$ cat config.mk
export PLATFORM = sky130hd
export DESIGN_NAME = utf8_code_point_splitter_flat
export DESIGN_NICKNAME = d
export VERILOG_FILES = /design/src/sv/ucps_pkg.sv /design/src/sv/ucps_if.sv /design/src/sv/ucps_step.sv /design/src/sv/ucps_fifo.sv /design/src/sv/utf8_code_point_splitter.sv /design/src/flat_wrapper.sv
export SDC_FILE = /design/constraint.sdc
export NUM_CORES = 1
export LEC_CHECK = 0
export BUFFER_PORTS_ARGS = -buffer_cell sky130_fd_sc_hd__buf_2
export CAP_MARGIN = 20
export CORE_ASPECT_RATIO = 0.6
export CORE_MARGIN = 1
export CORE_UTILIZATION = 50
export DETAILED_ROUTE_END_ITERATION = 10
export PLACE_DENSITY = 0.7
export SLEW_MARGIN = 40
export SYNTH_ARGS = -nofsm -noshare
export SYNTH_HDL_FRONTEND = slang
export SYNTH_SLANG_ARGS = --single-unit
$ cat constraint.sdc
create_clock -name clock -period 3 [get_ports clock]
set_clock_uncertainty 0.1 [all_clocks]
set_input_delay 0.3 -clock clock [delete_from_list [all_inputs] [get_ports clock]]
set_output_delay 0.3 -clock clock [all_outputs]
set_load 0.03 [all_outputs]
$ cat src/sv/ucps_pkg.sv
// ---------------------------------------------------------------------------
// UTF-8 code point splitter package
// Shared types and constants for the splitter, its step logic and result queue.
// ---------------------------------------------------------------------------
`timescale 1ns / 1ps

package ucps_pkg;

   // Replacement character U+FFFD, packed first byte high.
   localparam logic [31:0] REPL_BYTES  = 32'hEFBF_BD00;
   localparam logic [2:0]  REPL_LENGTH = 3'd3;

   // Result queue sizing: one item can push two results.
   localparam int unsigned FIFO_DEPTH = 4;
   localparam int unsigned PTR_W      = $clog2(FIFO_DEPTH);
   localparam int unsigned CNT_W      = $clog2(FIFO_DEPTH + 1);
   localparam int unsigned PUSH_MAX   = 2;

   typedef logic [7:0] byte_type;

   typedef struct packed {
      logic [31:0] unit_bytes;
      logic [2:0]  unit_length;
      logic        replaced;
      logic        last;
   } result_type;

   typedef struct packed {
      logic [23:0] held_bytes;
      logic [1:0]  held_count;
      logic [1:0]  trails_left;
      logic        in_sequence;
      logic        swallow_mode;
   } state_type;

   // Results produced by one item, 0 to 2.
   typedef struct packed {
      logic [1:0] count;
      result_type first;
      result_type second;
   } push_type;

endpackage

$ cat src/sv/ucps_if.sv
// ---------------------------------------------------------------------------
// UTF-8 splitter channels
// Valid/ready channels for the byte input and the code point output.
// ---------------------------------------------------------------------------
`timescale 1ns / 1ps

interface ucps_req_if;
   logic                valid;
   logic                ready;
   ucps_pkg::byte_type  data_byte;
   logic                flush;

   modport source (output valid, output data_byte, output flush, input ready);
   modport sink   (input valid, input data_byte, input flush, output ready);
endinterface

interface ucps_rsp_if;
   logic        valid;
   logic        ready;
   logic [31:0] unit_bytes;
   logic [2:0]  unit_length;
   logic        replaced;
   logic        last;

   modport source (output valid, output unit_bytes, output unit_length,
                   output replaced, output last, input ready);
   modport sink   (input valid, input unit_bytes, input unit_length,
                   input replaced, input last, output ready);
endinterface

$ cat src/sv/ucps_step.sv
// ---------------------------------------------------------------------------
// UTF-8 splitter step logic
// Decodes one byte against the pending sequence: next state and up to two results.
// ---------------------------------------------------------------------------
`timescale 1ns / 1ps

module ucps_step (
   input  ucps_pkg::state_type state_ff,
   input  ucps_pkg::byte_type  data_byte,
   input  logic                flush,
   output ucps_pkg::state_type state_in,
   output ucps_pkg::push_type  push
);
   import ucps_pkg::*;

   localparam state_type STATE_CLEAR = '0;

   logic       trail;
   logic       lead_emit;
   result_type lead_unit;
   state_type  lead_state;
   result_type repl_unit;
   result_type done_unit;
   logic [23:0] acc_bytes;

   assign trail = (data_byte[7:6] == 2'b10);

   always_comb begin
      repl_unit             = '0;
      repl_unit.unit_bytes  = REPL_BYTES;
      repl_unit.unit_length = REPL_LENGTH;
      repl_unit.replaced    = 1'b1;
   end

   // Byte taken as a new lead, always from a cleared state.
   always_comb begin
      lead_emit  = 1'b0;
      lead_unit  = repl_unit;
      lead_state = STATE_CLEAR;
      if (trail) begin
         lead_emit = 1'b1;
      end else if (!data_byte[7]) begin
         lead_emit             = 1'b1;
         lead_unit             = '0;
         lead_unit.unit_bytes  = {data_byte, 24'h0};
         lead_unit.unit_length = 3'd1;
      end else if (data_byte < 8'hC2 || data_byte > 8'hF4) begin
         lead_state.swallow_mode = 1'b1;
      end else begin
         lead_state.held_bytes  = {data_byte, 16'h0};
         lead_state.held_count  = 2'd1;
         lead_state.in_sequence = 1'b1;
         if (data_byte < 8'hE0) begin
            lead_state.trails_left = 2'd1;
         end else if (data_byte < 8'hF0) begin
            lead_state.trails_left = 2'd2;
         end else begin
            lead_state.trails_left = 2'd3;
         end
      end
   end

   // Trail byte into the pending sequence.
   always_comb begin
      done_unit             = '0;
      done_unit.unit_length = {1'b0, state_ff.held_count} + 3'd1;
      acc_bytes             = state_ff.held_bytes;
      case (state_ff.held_count)
         2'd1: begin
            done_unit.unit_bytes = {state_ff.held_bytes[23:16], data_byte, 16'h0};
            acc_bytes[15:8]      = state_ff.held_bytes[15:8] | data_byte;
         end
         2'd2: begin
            done_unit.unit_bytes = {state_ff.held_bytes[23:8], data_byte, 8'h0};
            acc_bytes[7:0]       = state_ff.held_bytes[7:0] | data_byte;
         end
         2'd3: begin
            done_unit.unit_bytes = {state_ff.held_bytes, data_byte};
         end
         default: begin
            done_unit.unit_bytes = {state_ff.held_bytes[23:16],
                                    state_ff.held_bytes[15:8] | data_byte,
                                    state_ff.held_bytes[7:0], 8'h0};
         end
      endcase
   end

   always_comb begin
      state_in    = state_ff;
      push.count  = 2'd0;
      push.first  = repl_unit;
      push.second = lead_unit;
      if (flush) begin
         state_in = STATE_CLEAR;
         if (state_ff.in_sequence || state_ff.swallow_mode) begin
            push.count = 2'd1;
         end
      end else if (state_ff.swallow_mode || state_ff.in_sequence) begin
         if (!trail) begin
            // Cut short: replacement, then the byte as a new lead.
            state_in   = lead_state;
            push.count = lead_emit ? 2'd2 : 2'd1;
         end else if (state_ff.in_sequence) begin
            if (state_ff.trails_left <= 2'd1) begin
               state_in    = STATE_CLEAR;
               push.count  = 2'd1;
               push.first  = done_unit;
            end else begin
               state_in.held_bytes  = acc_bytes;
               state_in.held_count  = state_ff.held_count + 2'd1;
               state_in.trails_left = state_ff.trails_left - 2'd1;
            end
         end
      end else begin
         state_in    = lead_state;
         push.count  = {1'b0, lead_emit};
         push.first  = lead_unit;
      end
      push.first.last  = (push.count == 2'd1);
      push.second.last = 1'b1;
   end

endmodule

$ cat src/sv/ucps_fifo.sv
// ---------------------------------------------------------------------------
// UTF-8 splitter result queue
// Small register queue taking up to two results per cycle, one out per cycle while out_ready is high.
// ---------------------------------------------------------------------------
`timescale 1ns / 1ps

module ucps_fifo (
   input  logic                 clock,
   input  logic                 reset,
   input  ucps_pkg::push_type   push,
   output logic                 room,
   output logic                 out_valid,
   input  logic                 out_ready,
   output ucps_pkg::result_type out_data
);
   import ucps_pkg::*;

   result_type       mem [FIFO_DEPTH];
   logic [PTR_W-1:0] wr_ptr_ff, wr_ptr_in;
   logic [PTR_W-1:0] rd_ptr_ff, rd_ptr_in;
   logic [CNT_W-1:0] count_ff, count_in;
   logic             pop;
   logic [PTR_W-1:0] wr_next;

   assign room      = (count_ff <= CNT_W'(FIFO_DEPTH - PUSH_MAX));
   assign out_valid = (count_ff != '0);
   assign out_data  = mem[rd_ptr_ff];
   assign pop       = out_valid && out_ready;
   assign wr_next   = wr_ptr_ff + PTR_W'(1);

   always_comb begin
      wr_ptr_in = wr_ptr_ff + PTR_W'(push.count);
      rd_ptr_in = rd_ptr_ff + PTR_W'(pop);
      count_in  = count_ff + CNT_W'(push.count) - CNT_W'(pop);
   end

   always_ff @(posedge clock) begin
      if (reset) begin
         wr_ptr_ff <= '0;
         rd_ptr_ff <= '0;
         count_ff  <= '0;
      end else begin
         wr_ptr_ff <= wr_ptr_in;
         rd_ptr_ff <= rd_ptr_in;
         count_ff  <= count_in;
      end
   end

   always_ff @(posedge clock) begin
      if (push.count != 2'd0) begin
         mem[wr_ptr_ff] <= push.first;
      end
      if (push.count == 2'd2) begin
         mem[wr_next] <= push.second;
      end
   end

endmodule

$ cat src/sv/utf8_code_point_splitter.sv
// Accepted bytes push their results into the registered queue that drives rsp.
// Throughput: one byte per cycle while rsp is ready and each byte gives at most
//   one result; a byte that gives two results sends them in turn on the single result port.
// The four-entry result queue takes a byte only with two free entries.
// Reset (synchronous, active high) clears the pending sequence and the queue.
// ---------------------------------------------------------------------------
// UTF-8 code point splitter
// Splits a UTF-8 byte stream into packed code points, replacing bad input.
// ---------------------------------------------------------------------------
`timescale 1ns / 1ps

module utf8_code_point_splitter (
   input logic        clock,
   input logic        reset,
   ucps_req_if.sink   req_chan,
   ucps_rsp_if.source rsp_chan
);
   import ucps_pkg::*;

   // Decode state: held lead/trail bytes, trails still expected, and the
   // swallow flag that eats trail bytes after an invalid lead.
   state_type  state_ff;
   state_type  state_in;
   state_type  state_next;
   push_type   step_push;
   push_type   push;
   logic       room;
   logic       req_accept;
   result_type rsp_data;

   // Queue always keeps room for the two results a cut-short byte can give,
   // so ready does not depend on the sink in the same cycle.
   assign req_chan.ready = room;
   assign req_accept     = req_chan.valid && room;

   ucps_step u_step (
      .state_ff  (state_ff),
      .data_byte (req_chan.data_byte),
      .flush     (req_chan.flush),
      .state_in  (state_next),
      .push      (step_push)
   );

   // State changes and queue pushes only happen on an accepted item.
   always_comb begin
      state_in   = state_ff;
      push       = step_push;
      push.count = 2'd0;
      if (req_accept) begin
         state_in   = state_next;
         push.count = step_push.count;
      end
   end

   always_ff @(posedge clock) begin
      if (reset) begin
         state_ff <= '0;
      end else begin
         state_ff <= state_in;
      end
   end

   ucps_fifo u_fifo (
      .clock     (clock),
      .reset     (reset),
      .push      (push),
      .room      (room),
      .out_valid (rsp_chan.valid),
      .out_ready (rsp_chan.ready),
      .out_data  (rsp_data)
   );

   assign rsp_chan.unit_bytes  = rsp_data.unit_bytes;
   assign rsp_chan.unit_length = rsp_data.unit_length;
   assign rsp_chan.replaced    = rsp_data.replaced;
   assign rsp_chan.last        = rsp_data.last;

endmodule

$ cat src/flat_wrapper.sv
// flat-port wrapper written by rule: the top's interface ports become plain ports
module utf8_code_point_splitter_flat import ucps_pkg::*;
  (clock, reset, req_chan_valid, req_chan_data_byte, req_chan_flush, req_chan_ready, rsp_chan_valid, rsp_chan_unit_bytes, rsp_chan_unit_length, rsp_chan_replaced, rsp_chan_last, rsp_chan_ready);
  ucps_req_if req_chan_i ();
  ucps_rsp_if rsp_chan_i ();
  input logic clock;
  input logic reset;
  input wire logic [$bits(req_chan_i.valid)-1:0] req_chan_valid;
  input wire logic [$bits(req_chan_i.data_byte)-1:0] req_chan_data_byte;
  input wire logic [$bits(req_chan_i.flush)-1:0] req_chan_flush;
  output wire logic [$bits(req_chan_i.ready)-1:0] req_chan_ready;
  output wire logic [$bits(rsp_chan_i.valid)-1:0] rsp_chan_valid;
  output wire logic [$bits(rsp_chan_i.unit_bytes)-1:0] rsp_chan_unit_bytes;
  output wire logic [$bits(rsp_chan_i.unit_length)-1:0] rsp_chan_unit_length;
  output wire logic [$bits(rsp_chan_i.replaced)-1:0] rsp_chan_replaced;
  output wire logic [$bits(rsp_chan_i.last)-1:0] rsp_chan_last;
  input wire logic [$bits(rsp_chan_i.ready)-1:0] rsp_chan_ready;
  assign req_chan_i.valid = req_chan_valid;
  assign req_chan_i.data_byte = req_chan_data_byte;
  assign req_chan_i.flush = req_chan_flush;
  assign req_chan_ready = req_chan_i.ready;
  assign rsp_chan_valid = rsp_chan_i.valid;
  assign rsp_chan_unit_bytes = rsp_chan_i.unit_bytes;
  assign rsp_chan_unit_length = rsp_chan_i.unit_length;
  assign rsp_chan_replaced = rsp_chan_i.replaced;
  assign rsp_chan_last = rsp_chan_i.last;
  assign rsp_chan_i.ready = rsp_chan_ready;
  utf8_code_point_splitter u_core (.clock(clock), .reset(reset), .req_chan(req_chan_i), .rsp_chan(rsp_chan_i));
endmodule
* Yosys cells after proc, flatten, opt, wreduce, memory -nomap -nowiden
Memories as Yosys holds them, arrays and structs flattened. A register that Yosys moved wholly into a read port is not among the register bits. Index checks and enable logic that the tools add are counted.
Storage, ports and cells: memory bits (writable) 148, word-level logic and storage cells 81, bits in registers 37, memories 1, latch bits 0, output and inout bits 39, bits in read-only memories 0, input bits 13
Memory list:
- u_core.u_fifo.mem | depth 4, width 37, read ports 1, clocked after Yosys merged registers in 1, write ports 2, RTL line ucps_fifo.sv:18 | result_type mem [FIFO_DEPTH];
Cells by class: add/subtract/negate cells 8, equality and inequality tests 10, multipliers 0, divide/modulo/power cells 0, shift-type cells 0, bitwise gates (word level) 2, order comparisons 6, multiplexer cells 34, reduce and logical (&&, ||, !) cells 10
Operators by type and width (number):
- two-way mux 30 bit | 6
- two-way mux 37 bit | 4
- two-way mux 38 bit | 2
- case mux 24 bit (3 select lines) | 1
- two-way mux 39 bit | 1
- two-way mux 29 bit | 1
- two-way mux 28 bit | 1
- less-than comparator 8 bit (second input constant) | 3
- two-way mux 8 bit | 2
- bitwise OR 8 bit | 2
- two-way mux 2 bit | 7
- inequality test 5 x 3 -> 1 bit (second input constant) | 2
- two-way mux 1 bit | 9
- AND reduction 3 bit | 3
- == test 2 bit (second input constant) | 4
- > comparator 8 bit (second input constant) | 1
- inequality test 4 x 3 -> 1 bit (second input constant) | 2
- adder 2 x 1 -> 2 bit (second input constant) | 2
- == test 2 x 1 -> 1 bit (second input constant) | 2
- adder 2 x 1 -> 3 bit (second input constant) | 1
- adder 3 x 2 -> 3 bit | 1
- <= comparator 3 x 2 -> 1 bit (second input constant) | 1
- nonzero test 3 bit | 1
- subtractor 3 x 1 -> 3 bit | 1
- 8 further kinds | 10

* Logic depth before layout (Yosys ltp)
Gate-level depths: netlist of run 1.
depth in word-level cells 11, mapped depth 13

* Modules after synthesis
A second synthesis of run 1 with hierarchy kept.
Second synthesis, totals: cells, all modules 770, area total of the unflattened synthesis 10593.9 um^2
Modules (own cells, without submodules):
- ucps_fifo | instances 1, area each 7780.0 um^2, seq. area each 4584.4 um^2, cells each 406
- utf8_code_point_splitter | instances 1, area each 1452.6 um^2, seq. area each 600.6 um^2, cells each 139
- ucps_step | instances 1, area each 1361.3 um^2, seq. area each 0.0 um^2, cells each 225

* Least setup slack after synthesis of run 1
OpenSTA, ideal clock, no wires.
path type flip-flop to flip-flop, from register u_core.state_ff[1] (netlist name), to register u_core.u_fifo.count_ff[2], arrival time 2.485 ns, path slack 0.287 ns, cell stages (with the launch flop) 14, clock period less this slack 2.713 ns, buffers on the path 1, setup time 0.128 ns, cells stage by stage dfxtp_1 -> buf_2 -> nor2_2 -> a2111oi_4 -> a21o_1 -> or2_2 -> ha_1 -> inv_1 -> ha_1 -> inv_1 -> fa_1 -> xnor2_1 -> xnor2_1 -> nor2_1
Between the ends: longest elaborated chain between the ends 7, elaborated cells on any way between the ends 9, those cells by class add/sub: 2; mux: 6; reduce/logical: 1
RTL lines:
- two-way mux 38 bit | RTL line ucps_step.sv:103 | end else if (state_ff.in_sequence) begin
- two-way mux 2 bit | RTL line ucps_step.sv:99 | if (!trail) begin
- two-way mux 39 bit | RTL line ucps_step.sv:98 | end else if (state_ff.swallow_mode || state_ff.in_sequence) begin
- two-way mux 2 bit * | RTL line ucps_step.sv:93 | if (flush) begin
- two-way mux 2 bit * | RTL line utf8_code_point_splitter.sv:49 | if (req_accept) begin
- adder 3 x 2 -> 3 bit * | RTL line ucps_fifo.sv:34 | count_in = count_ff + CNT_W'(push.count) - CNT_W'(pop);
- subtractor 3 x 1 -> 3 bit * | RTL line ucps_fifo.sv:34
- to (signal assigned) | RTL line ucps_fifo.sv:45 | count_ff <= count_in;
- to (decl) | RTL line ucps_fifo.sv:21 | logic [CNT_W-1:0] count_ff, count_in;
Mark *: on every way between the ends. The rest lies on a longest branch, timed or not. A chain may end at the register's enable or synchronous reset.

* Worst setup path after layout of run 1
from register u_core.state_ff[1] (netlist name), to register u_core.u_fifo.count_ff[2]
Between the ends: longest elaborated chain between the ends 7, elaborated cells on any way between the ends 9, those cells by class add/sub: 2; mux: 6; reduce/logical: 1
RTL lines (RTL line):
- two-way mux 38 bit | ucps_step.sv:103
- two-way mux 2 bit | ucps_step.sv:99
- two-way mux 39 bit | ucps_step.sv:98
- two-way mux 2 bit * | ucps_step.sv:93
- two-way mux 2 bit * | utf8_code_point_splitter.sv:49
- adder 3 x 2 -> 3 bit * | ucps_fifo.sv:34
- subtractor 3 x 1 -> 3 bit * | ucps_fifo.sv:34
Marks and branches as above.

==> results of run 1 <==
sequential cells by signal, summed over array words and instances (netlist names):
name,count
u_core.u_fifo.rd_ptr_ff,2
u_core.u_fifo.wr_ptr_ff,2
u_core.state_ff,30
u_core.u_fifo.mem,148
u_core.u_fifo.count_ff,3
cells in the final DEF (no fill, tap or decap), types with 5 or more instances in the layout:
cell type / count
nand4_1: 7
or2_2: 7
buf_4: 32
edfxtp_1: 92
o22ai_1: 28
mux4_2: 37
a221o_1: 5
nand2_1: 19
buf_2: 51
nand3_2: 5
a21oi_2: 10
o2bb2ai_1: 11
ha_1: 9
inv_1: 14
clkbuf_16: 17
dfxtp_1: 91
a22o_1: 15
nor2_1: 99
nand3_1: 11
a21oi_1: 30
xnor2_1: 5
nor2b_1: 7
o21ai_0: 42
mux2i_1: 38
a21o_1: 9
nand2b_1: 5
nor4_1: 5
a31oi_1: 7
metal layers:
metal  vias up  global-route usage [%]  part of all wire, %
li1       2808                       -                    -
met1      3204                   39.34                   44
met2       333                   42.34                   44
met3        23                   7.648                   11
met4         0                   8.036                 0.90
met5         -                       0                    0
power by group:
group | internal, uW | switching, uW
Sequential | 2770 | 81.9
Combinational | 592 | 976
Clock | 1370 | 1080
Total | 4720 | 2140
synthesized netlist by cell type (all sizes together), types with 5 or more instances:
cell / number / share of area, %
inv: 15 / 0.66
o2bb2ai: 11 / 1.1
o22ai: 28 / 2.0
xnor2: 5 / 0.51
o21ai: 44 / 2.6
edfxtp: 92 / 32
clkbuf: 25 / 1.1
or2: 7 / 0.51
dfxtp: 93 / 22
a21o: 9 / 0.79
nand2: 19 / 0.83
nor4: 5 / 0.36
nand3: 16 / 1.1
a21oi: 40 / 2.8
nand4: 7 / 0.51
nor2b: 7 / 0.51
buf: 37 / 2.5
ha: 9 / 1.3
nor2: 100 / 4.4
a31oi: 7 / 0.51
nand2b: 5 / 0.36
mux2i: 38 / 4.4
a221o: 5 / 0.58
mux4: 37 / 9.7
a22o: 15 / 1.5
cells by family (layout without fill, tap and decap cells):
kind of cell             Yosys count  in the layout
AND/OR/NAND/NOR                  191            191
XOR/XNOR                           5              5
AO/OA/AOI/OAI                    179            179
flip-flops                       185            185
multiplexers                      77             77
buffers and inverters             77            132
adder cells (fa/ha/maj)           10             10
per-stage QoR:
stage               power (uW)  hold WS (ps)  cells  instance area, um^2
global placement          4443         335.5    975                 9101
finish                    6866         133.1   1007                 9746
CTS                       6892         129.1   1007                 9746
floorplan                 4038         321.4    724                 8573
detailed placement        4472         340.2    975                 9101
global route              7119         140.5   1007                 9746
worst max-delay path by stage:
stage                                     end                from  slack [ps]  depth (start not counted)
finish              u_core.u_fifo.count_ff[2]  u_core.state_ff[1]         180                         12
global route        u_core.u_fifo.count_ff[2]  u_core.state_ff[1]          30                         12
CTS                 u_core.u_fifo.count_ff[2]  u_core.state_ff[1]         180                         12
detailed placement  u_core.u_fifo.count_ff[2]  u_core.state_ff[1]         210                         12
global placement    u_core.u_fifo.count_ff[2]  u_core.state_ff[1]         270                         12
floorplan           u_core.u_fifo.count_ff[2]  u_core.state_ff[1]         290                         13
layout make-up:
class	instances	area share, %
tap	228	2.927
timing repair buffer	85	5.495
sequential	185	47.48
clock inverter	15	2.247
inverter	15	0.5777
clock buffer	17	4.365
multi-input combinational	462	36.91
==> results.yml, run 1 <==
status:
  status: "completed"
critical_path:
  r2r-start: "u_core.state_ff[1]"
  r2r_end: "u_core.u_fifo.count_ff[2]"
  path_buf_inv: 2
  slowest_stage: "dfxtp_1"
  path_cells: "nor2b_1 > a2111oi_4 > a21o_1 > or2_2 > ha_1 > inv_1 > ha_1 > inv_1 > fa_1 > xnor2_1 > xnor2_1 > nor2_1"
  end_kind: "flop"
  worst_setup_path_start_kind: "flop"
  r2r_cells: 12
  cp.required_ps: 3220
  r2r_slack_ps: 180
  crit_path_max_fanout: 5
  crit_path_max_incr_delay_ps: 430
  cp_top_family: "adder cells"
  criticalPathCategory: "reg2reg"
  cp.arrival_ps: 3040
floorplan:
  core_mm2: 0.01649
  die_area_mm2: 0.01769
  dieHeight_um: 103.4
  fp.dieW_um: 171.1
  row_count: 36
  num_io_pins: 52
  initial_utilization_pct: 52.00
yosys:
  synthSimpleGateAreaFrac_pct: 10.92
  ys_seq_area_share_pct: 53.94
  netlist_area_mm2: 0.008573
  synth_adder_area_share_pct: 1.547
  syn_inst: 724
  syn_nets: 747
  yosysWarnings: 0
  synthDistinctLibCells: 65
  synth-edff-count: 92
  synthArstFlopShare_pct: 0
  synth_top_family_by_area: "multiplexers"
  synth_xor_area_share_pct: 0.5108
  synthMuxAreaShare_pct: 14.51
  synth_compound_area_share_pct: 14.30
  avgSynthCellArea_um2: 11.84
  synth_ff_type: "dfxtp_1"
  synth_seq_cells: 185
place:
  dp_hpwl_um: 15450
  gp_congestion: 0.9086
  portBuffers: 51
  dp_slack_ps: 208.6
route:
  post_drt_wl_per_cell_um: 23.12
  drtIter0Drc: 689
  route.detailed.drc: 0
  viasPerCell: 6.324
  vias: 6368
  dr.pass1.iters: 5
  wl_um: 23280
  antenna_left: 0
power_and_ir_drop:
  p_per_area_mw_per_mm2: 704.5
  ir_drop_mv: 0.2928
  p_leak_uw: 0.003850
cts:
  htree_levels: 4
  cts_tree: "done"
  post_cts_resized: 0
  post_cts_buffers: 0
  cts_hold_buf: 0
  insertion_delay_ps: 430
  clkSinkCount: 185
  cts_buffers: 17
  clk_pin_slew_ps: 70
  ctsLongestPathBuffers: 2
  cts_root_buf: "clkbuf_16"
timing:
  slew_violations: 0
  finalSetupViolCount: 0
  finalWorstSetupSlack_ps: 180.8
  fin_crit_ps: 2819
  period_share_pct: 93.97
  grt_setup_unrepaired: "false"
  relSlewSlack_pct: 50.46
  hold_viol_final: 0
  max_freq_mhz: 354.7
  tightest_slew_ps: 733.1
  tns_ps: 0
finish:
  multi_input_comb_area_mm2: 0.003597
  diodes: 0
  drive_gt1_share_pct: 24.39
  nFillCells: 1350
  regArea_mm2: 0.004627
  synthToLayoutAreaGrowth_pct: 13.67
  fin_util_pct: 59.12
  fin_nets: 789
global_route:
  grt_antenna_before_repair: 0
  grt_util_all_layers_pct: 27.88
  grt_pass1_wl_um: 36020
  grt_max_degree: 39
  grt_pass1_vias: 6331
  overflow: 0
min_path:
  hold_path_startpoint: "reset"
  whs_endpoint: "u_core.u_fifo.rd_ptr_ff[0]"
  hp-class: "in2reg"
  holdPathStages: 2
job:
  max_cap_viol_count: 0
No activity file was read; power rests on OpenSTA's default activity.
==> inputs of run 2 (changes only) <==
- MAX_ROUTING_LAYER: default -> met4
==> results.yml, run 2 (same netlist as run 1, synthesis figures left out) <==
status:
  status: "completed"
cts:
  cts_tree: "done"
  insertion_delay_ps: 430
  clkSinkCount: 185
  post_cts_buffers: 0
  post_cts_resized: 0
  cts_buffers: 17
  htree_levels: 4
  ctsLongestPathBuffers: 2
  cts_hold_buf: 0
  cts_root_buf: "clkbuf_16"
  clk_pin_slew_ps: 70
job:
  max_cap_viol_count: 0
route:
  wl_um: 23160
  post_drt_wl_per_cell_um: 22.96
  dr.pass1.iters: 4
  viasPerCell: 6.337
  drtIter0Drc: 654
  antenna_left: 0
  route.detailed.drc: 0
  vias: 6394
timing:
  period_share_pct: 92.19
  relSlewSlack_pct: 52.67
  grt_setup_unrepaired: "false"
  whs_ps: 119.8
  tightest_slew_ps: 700.4
  slew_violations: 0
  fin_crit_ps: 2766
  hold_viol_final: 0
  finalSetupViolCount: 0
  tns_ps: 0
  finalWorstSetupSlack_ps: 234.3
  max_freq_mhz: 361.6
global_route:
  grt_use_met1_pct: 41.68
  busiest_layer: "met1"
  grt_pass1_vias: 6263
  grt_util_met3_pct: 6.317
  gr-usage-met2_pct: 40.71
  grt_antenna_before_repair: 0
  grt_util_all_layers_pct: 28.83
  overflow: 0
  grt_pass1_wl_um: 36230
  grt_max_degree: 38
critical_path:
  worst_setup_path_start_kind: "flop"
  end_kind: "flop"
  cp.required_ps: 3220
  cp.arrival_ps: 2980
  crit_path_max_fanout: 8
  criticalPathCategory: "reg2reg"
place:
  portBuffers: 51
  dp_hpwl_um: 15670
  place_inst: 977
  dp_slack_ps: 268.1
  gp_congestion: 0.9054
finish:
  fin_nets: 791
  nFillCells: 1375
  final_common_cell: "nor2_1"
  multi_input_comb_area_mm2: 0.003597
  final_cells: 1009
  top_register: "u_core.u_fifo.mem"
  regArea_mm2: 0.004627
  synthToLayoutAreaGrowth_pct: 13.35
  largest_reg_flops: 148
  reg.largest.list: "u_core.u_fifo.mem: 148 flops, u_core.state_ff: 30 flops, u_core.u_fifo.count_ff: 3 flops"
  drive_gt1_share_pct: 24.58
  fin_util_pct: 58.95
  diodes: 0
  layout_common_cells: "nor2_1, edfxtp_1, dfxtp_1, buf_2, o21ai_0"
power_and_ir_drop:
  p_leak_uw: 0.003834
  ir_drop_mv: 0.3689
  p_per_area_mw_per_mm2: 690.6
floorplan:
  core_mm2: 0.01649
  initial_utilization_pct: 52.00
  dieHeight_um: 103.4
  die_area_mm2: 0.01769
  row_count: 36
  num_io_pins: 52
  fp.dieW_um: 171.1
min_path:
  hp-class: "in2reg"
## run 2: changes by cell type in the layout (fill, tap and decap cells not counted)
cell	previous run	this run
clkinv_4	1	2
buf_4	32	34
inv_6	4	2
clkinvlp_4	1	3
inv_8	4	5
bufinv_16	3	1
## run 2: layer usage
layer / part of all wire (%) / vias to the layer above / wire length (um)
li1: - / 2815 / -
met1: 47 / 3275 / 10890
met2: 43 / 286 / 10020
met3: 8.7 / 18 / 2004
met4: 1.0 / 0 / 242
met5: 0 / - / 0
## run 2: worst paths after layout
check                           cells after the start  slack [ps]                 startpoint                   endpoint
worst max-delay path                               12         230  u_core.u_fifo.count_ff[1]  u_core.u_fifo.count_ff[2]
worst min register to register                      1         360   u_core.u_fifo.mem[3][19]   u_core.u_fifo.mem[3][19]
worst min-delay path                                2         120                      reset  u_core.u_fifo.count_ff[1]
worst max register to register                     12         230  u_core.u_fifo.count_ff[1]  u_core.u_fifo.count_ff[2]
## run 2: per-stage QoR
| step | area (um^2) | power, uW |
|---|---|---|
| 6_report | 9718 | 6711 |
| 3_5_place_dp | 9116 | 4477 |
| 3_3_place_gp | 9116 | 4456 |
| 4_1_cts | 9718 | 6738 |
| 5_1_grt | 9718 | 6975 |
| 2_1_floorplan | 8573 | 4038 |
## run 2: power by group
group	internal (uW)	leakage, uW	switching [uW]
logic	597	0.00192	942
registers	2770	0.00163	118
clock network	1200	0.000286	1090
## run 2: cell type report
class,count,share of cell area (%)
flip-flops and latches,185,47.61
multi-input cells,462,37.02
repair buffers,87,5.665
clock buffers,17,4.377
well taps,228,2.936
clock inverters,15,1.815
inverters,15,0.5794
## run 2: critical path, cell delays in order (launching register included)
cell and delay [ps]:
dfxtp_1 330, a21o_1 250, inv_2 170, nand2_1 180
or2_2 350, ha_1 270, inv_1 60, ha_1 130
inv_1 50, fa_1 370, xnor2_1 190, xnor2_1 140
nor2_1 60
==> inputs of run 3 (changes only) <==
- PLACE_DENSITY: 0.7 -> 0.69
- SYNTH_HIERARCHICAL: default -> 1
==> results.yml, run 3 <==
power_and_ir_drop:
  p_per_area_mw_per_mm2: 607.4
  p_leak_uw: 0.003827
  ir_drop_mv: 0.4437
timing:
  hold_viol_final: 0
  fin_crit_ps: 2930
  tightest_slew_ps: 650.1
  grt_setup_unrepaired: "false"
  relSlewSlack_pct: 56.66
  slew_violations: 0
  finalSetupViolCount: 0
  max_freq_mhz: 341.3
  period_share_pct: 97.68
yosys:
  synth_seq_cells: 185
  syn_inst: 770
  ys_top_cells_by_count: "edfxtp_1, mux2_2, dfxtp_1, mux4_2, buf_4"
  synthDistinctLibCells: 58
  netlist_area_mm2: 0.01059
  ys_seq_area_share_pct: 48.94
  yosysTopAreaCell: "edfxtp_1"
  synth.top_cell.area_share_pct: 41.95
  synth_area_leaders: "edfxtp_1, mux2_2, mux4_2"
  avgSynthCellArea_um2: 13.76
  synth-edff-count: 148
  synth_ff_type: "edfxtp_1"
  synth.most_common_cell: "edfxtp_1"
  synthArstFlopShare_pct: 0
  yosysWarnings: 6
cts:
  htree_levels: 4
  cts_hold_buf: 0
  ctsLongestPathBuffers: 2
  cts_root_buf: "clkbuf_16"
  clk_pin_slew_ps: 70
  cts_tree: "done"
  cts_buffers: 17
  clkSinkCount: 185
  insertion_delay_ps: 440
  post_cts_resized: 0
  post_cts_buffers: 0
finish:
  largest_reg_flops: 148
  final_common_cell: "edfxtp_1"
  drive_gt1_share_pct: 44.78
  finalInstanceArea_mm2: 0.01161
  top_register: "u_core/u_fifo/mem"
  diodes: 0
  layout_common_cells: "edfxtp_1, mux2_2, buf_2, mux4_2, dfxtp_1"
  fin_util_pct: 57.00
  reg.largest.list: "u_core/u_fifo/mem: 148 flops, u_core/state_ff: 30 flops, u_core/u_fifo/count_ff: 3 flops"
  synthToLayoutAreaGrowth_pct: 9.590
  fin_nets: 812
global_route:
  overflow: 0
  grt_pass1_wl_um: 38300
  grt_use_met1_pct: 33.77
  grt_pass1_vias: 6497
  busiest_layer: "met2"
  grt_antenna_before_repair: 0
  gr-usage-met2_pct: 38.42
  grt_max_degree: 61
  grt_util_met3_pct: 3.175
  grt_util_all_layers_pct: 24.48
floorplan:
  dieHeight_um: 114.8
  core_mm2: 0.02037
  num_io_pins: 52
  row_count: 40
  initial_utilization_pct: 52.01
  fp.dieW_um: 189.9
  die_area_mm2: 0.02179
critical_path:
  startpoint: "u_core/state_ff[1]"
  r2r-start: "u_core/state_ff[1]"
  cp.arrival_ps: 3020
  worst_setup_path_start_kind: "flop"
  end_kind: "flop"
  cp.required_ps: 3090
  crit_path_max_fanout: 19
  criticalPathCategory: "reg2reg"
route:
  viasPerCell: 6.099
  post_drt_wl_per_cell_um: 23.05
  wl_um: 24830
  antenna_left: 0
  dr.pass1.iters: 5
  drtIter0Drc: 651
  vias: 6569
  route.detailed.drc: 0
place:
  placed_area_mm2: 0.01100
  portBuffers: 51
  gp_congestion: 0.8077
  dp_hpwl_um: 15670
status:
  status: "completed"
job:
  max_cap_viol_count: 0
min_path:
  hp-class: "in2reg"
  hold_path_startpoint: "rsp_chan_ready"
run 3: cell count changes in the layout (fill, tap and decap cells not counted), sizes merged, moves of 12 or more:
| cell | before | now |
|---|---|---|
| a21bo | 0 | 30 |
| a21oi | 40 | 54 |
| a221oi | 0 | 12 |
| conb | 0 | 15 |
| dfxtp | 93 | 37 |
| edfxtp | 92 | 148 |
| inv | 23 | 8 |
| mux2 | 2 | 150 |
| mux2i | 38 | 2 |
| nand2 | 19 | 7 |
| nand3 | 16 | 30 |
| nor2 | 100 | 32 |
| o21ai | 44 | 18 |
| o22ai | 28 | 6 |
run 3: area by class of cell:
class | count | area, um^2
clock buffer | 19 | 442.9
clock inverter | 13 | 168.9
fill | 1632 | 8760
inverter | 5 | 18.77
multi-input combinational | 492 | 4765
sequential | 185 | 5187
tap | 273 | 341.6
timing repair buffer | 90 | 685.7
run 3: worst max-delay path: stages, from the launching register on:
cell	delay, ps
dfxtp_1	440
nand2_1	130
a21oi_1	280
nor2_1	110
o32a_1	180
and3_1	240
and4bb_2	570
buf_12	260
mux2_2	350
run 3: worst paths after layout:
check	endpoint	slack [ps]	cells past startpoint
max reg2reg	u_core/u_fifo/mem[3][4]	70	8
min	u_core/u_fifo/rd_ptr_ff[0]	210	3
max	u_core/u_fifo/mem[3][4]	70	8
min reg2reg	u_core/state_ff[14]	500	2
run 3: cells by family (layout without fill, tap and decap cells):
kind of cell,after synthesis,in the layout,synth area share [%]
DFF,185,185,48.94
adders and majority gates,8,8,1.016
other,2,15,0.07089
xor gates and xnor gates,3,3,0.5196
and+or+nand+nor,136,136,7.051
AOI/OAI and AO/OA,141,141,10.25
buffers and inverters,106,127,7.086
muxes,189,189,25.06
run 3: routing by layer:
| layer | vias up | share of wire, % |
|---|---|---|
| li1 | 2941 | - |
| met3 | 27 | 5.3 |
| met2 | 233 | 48 |
| met1 | 3368 | 46 |
| met5 | - | 0 |
| met4 | 0 | 1.1 |
run 3: report_power, final:
group	internal [uW]	total, uW	switching, uW
clock network	1340	2350	1010
registers	2890	3010	124
logic	685	1690	1010
total	4920	7050	2140
run 3: metrics by stage:
| step | cells | setup slack [ps] | hold WS, ps | total power (uW) | setup TNS (ps) |
|---|---|---|---|---|---|
| 6_report | 1077 | 69.65 | 213.5 | 7052 | 0 |
| 5_1_grt | 1077 | 13.34 | 206.5 | 7302 | 0 |
| 4_1_cts | 1077 | 134.4 | 192.2 | 7098 | 0 |
| 3_5_place_dp | 1045 | 159.7 | 488.3 | 4769 | 0 |
| 3_3_place_gp | 1045 | 211.4 | 481.5 | 4734 | 0 |
| 2_1_floorplan | 783 | -329.4 | 450.9 | 4327 | -23510 |
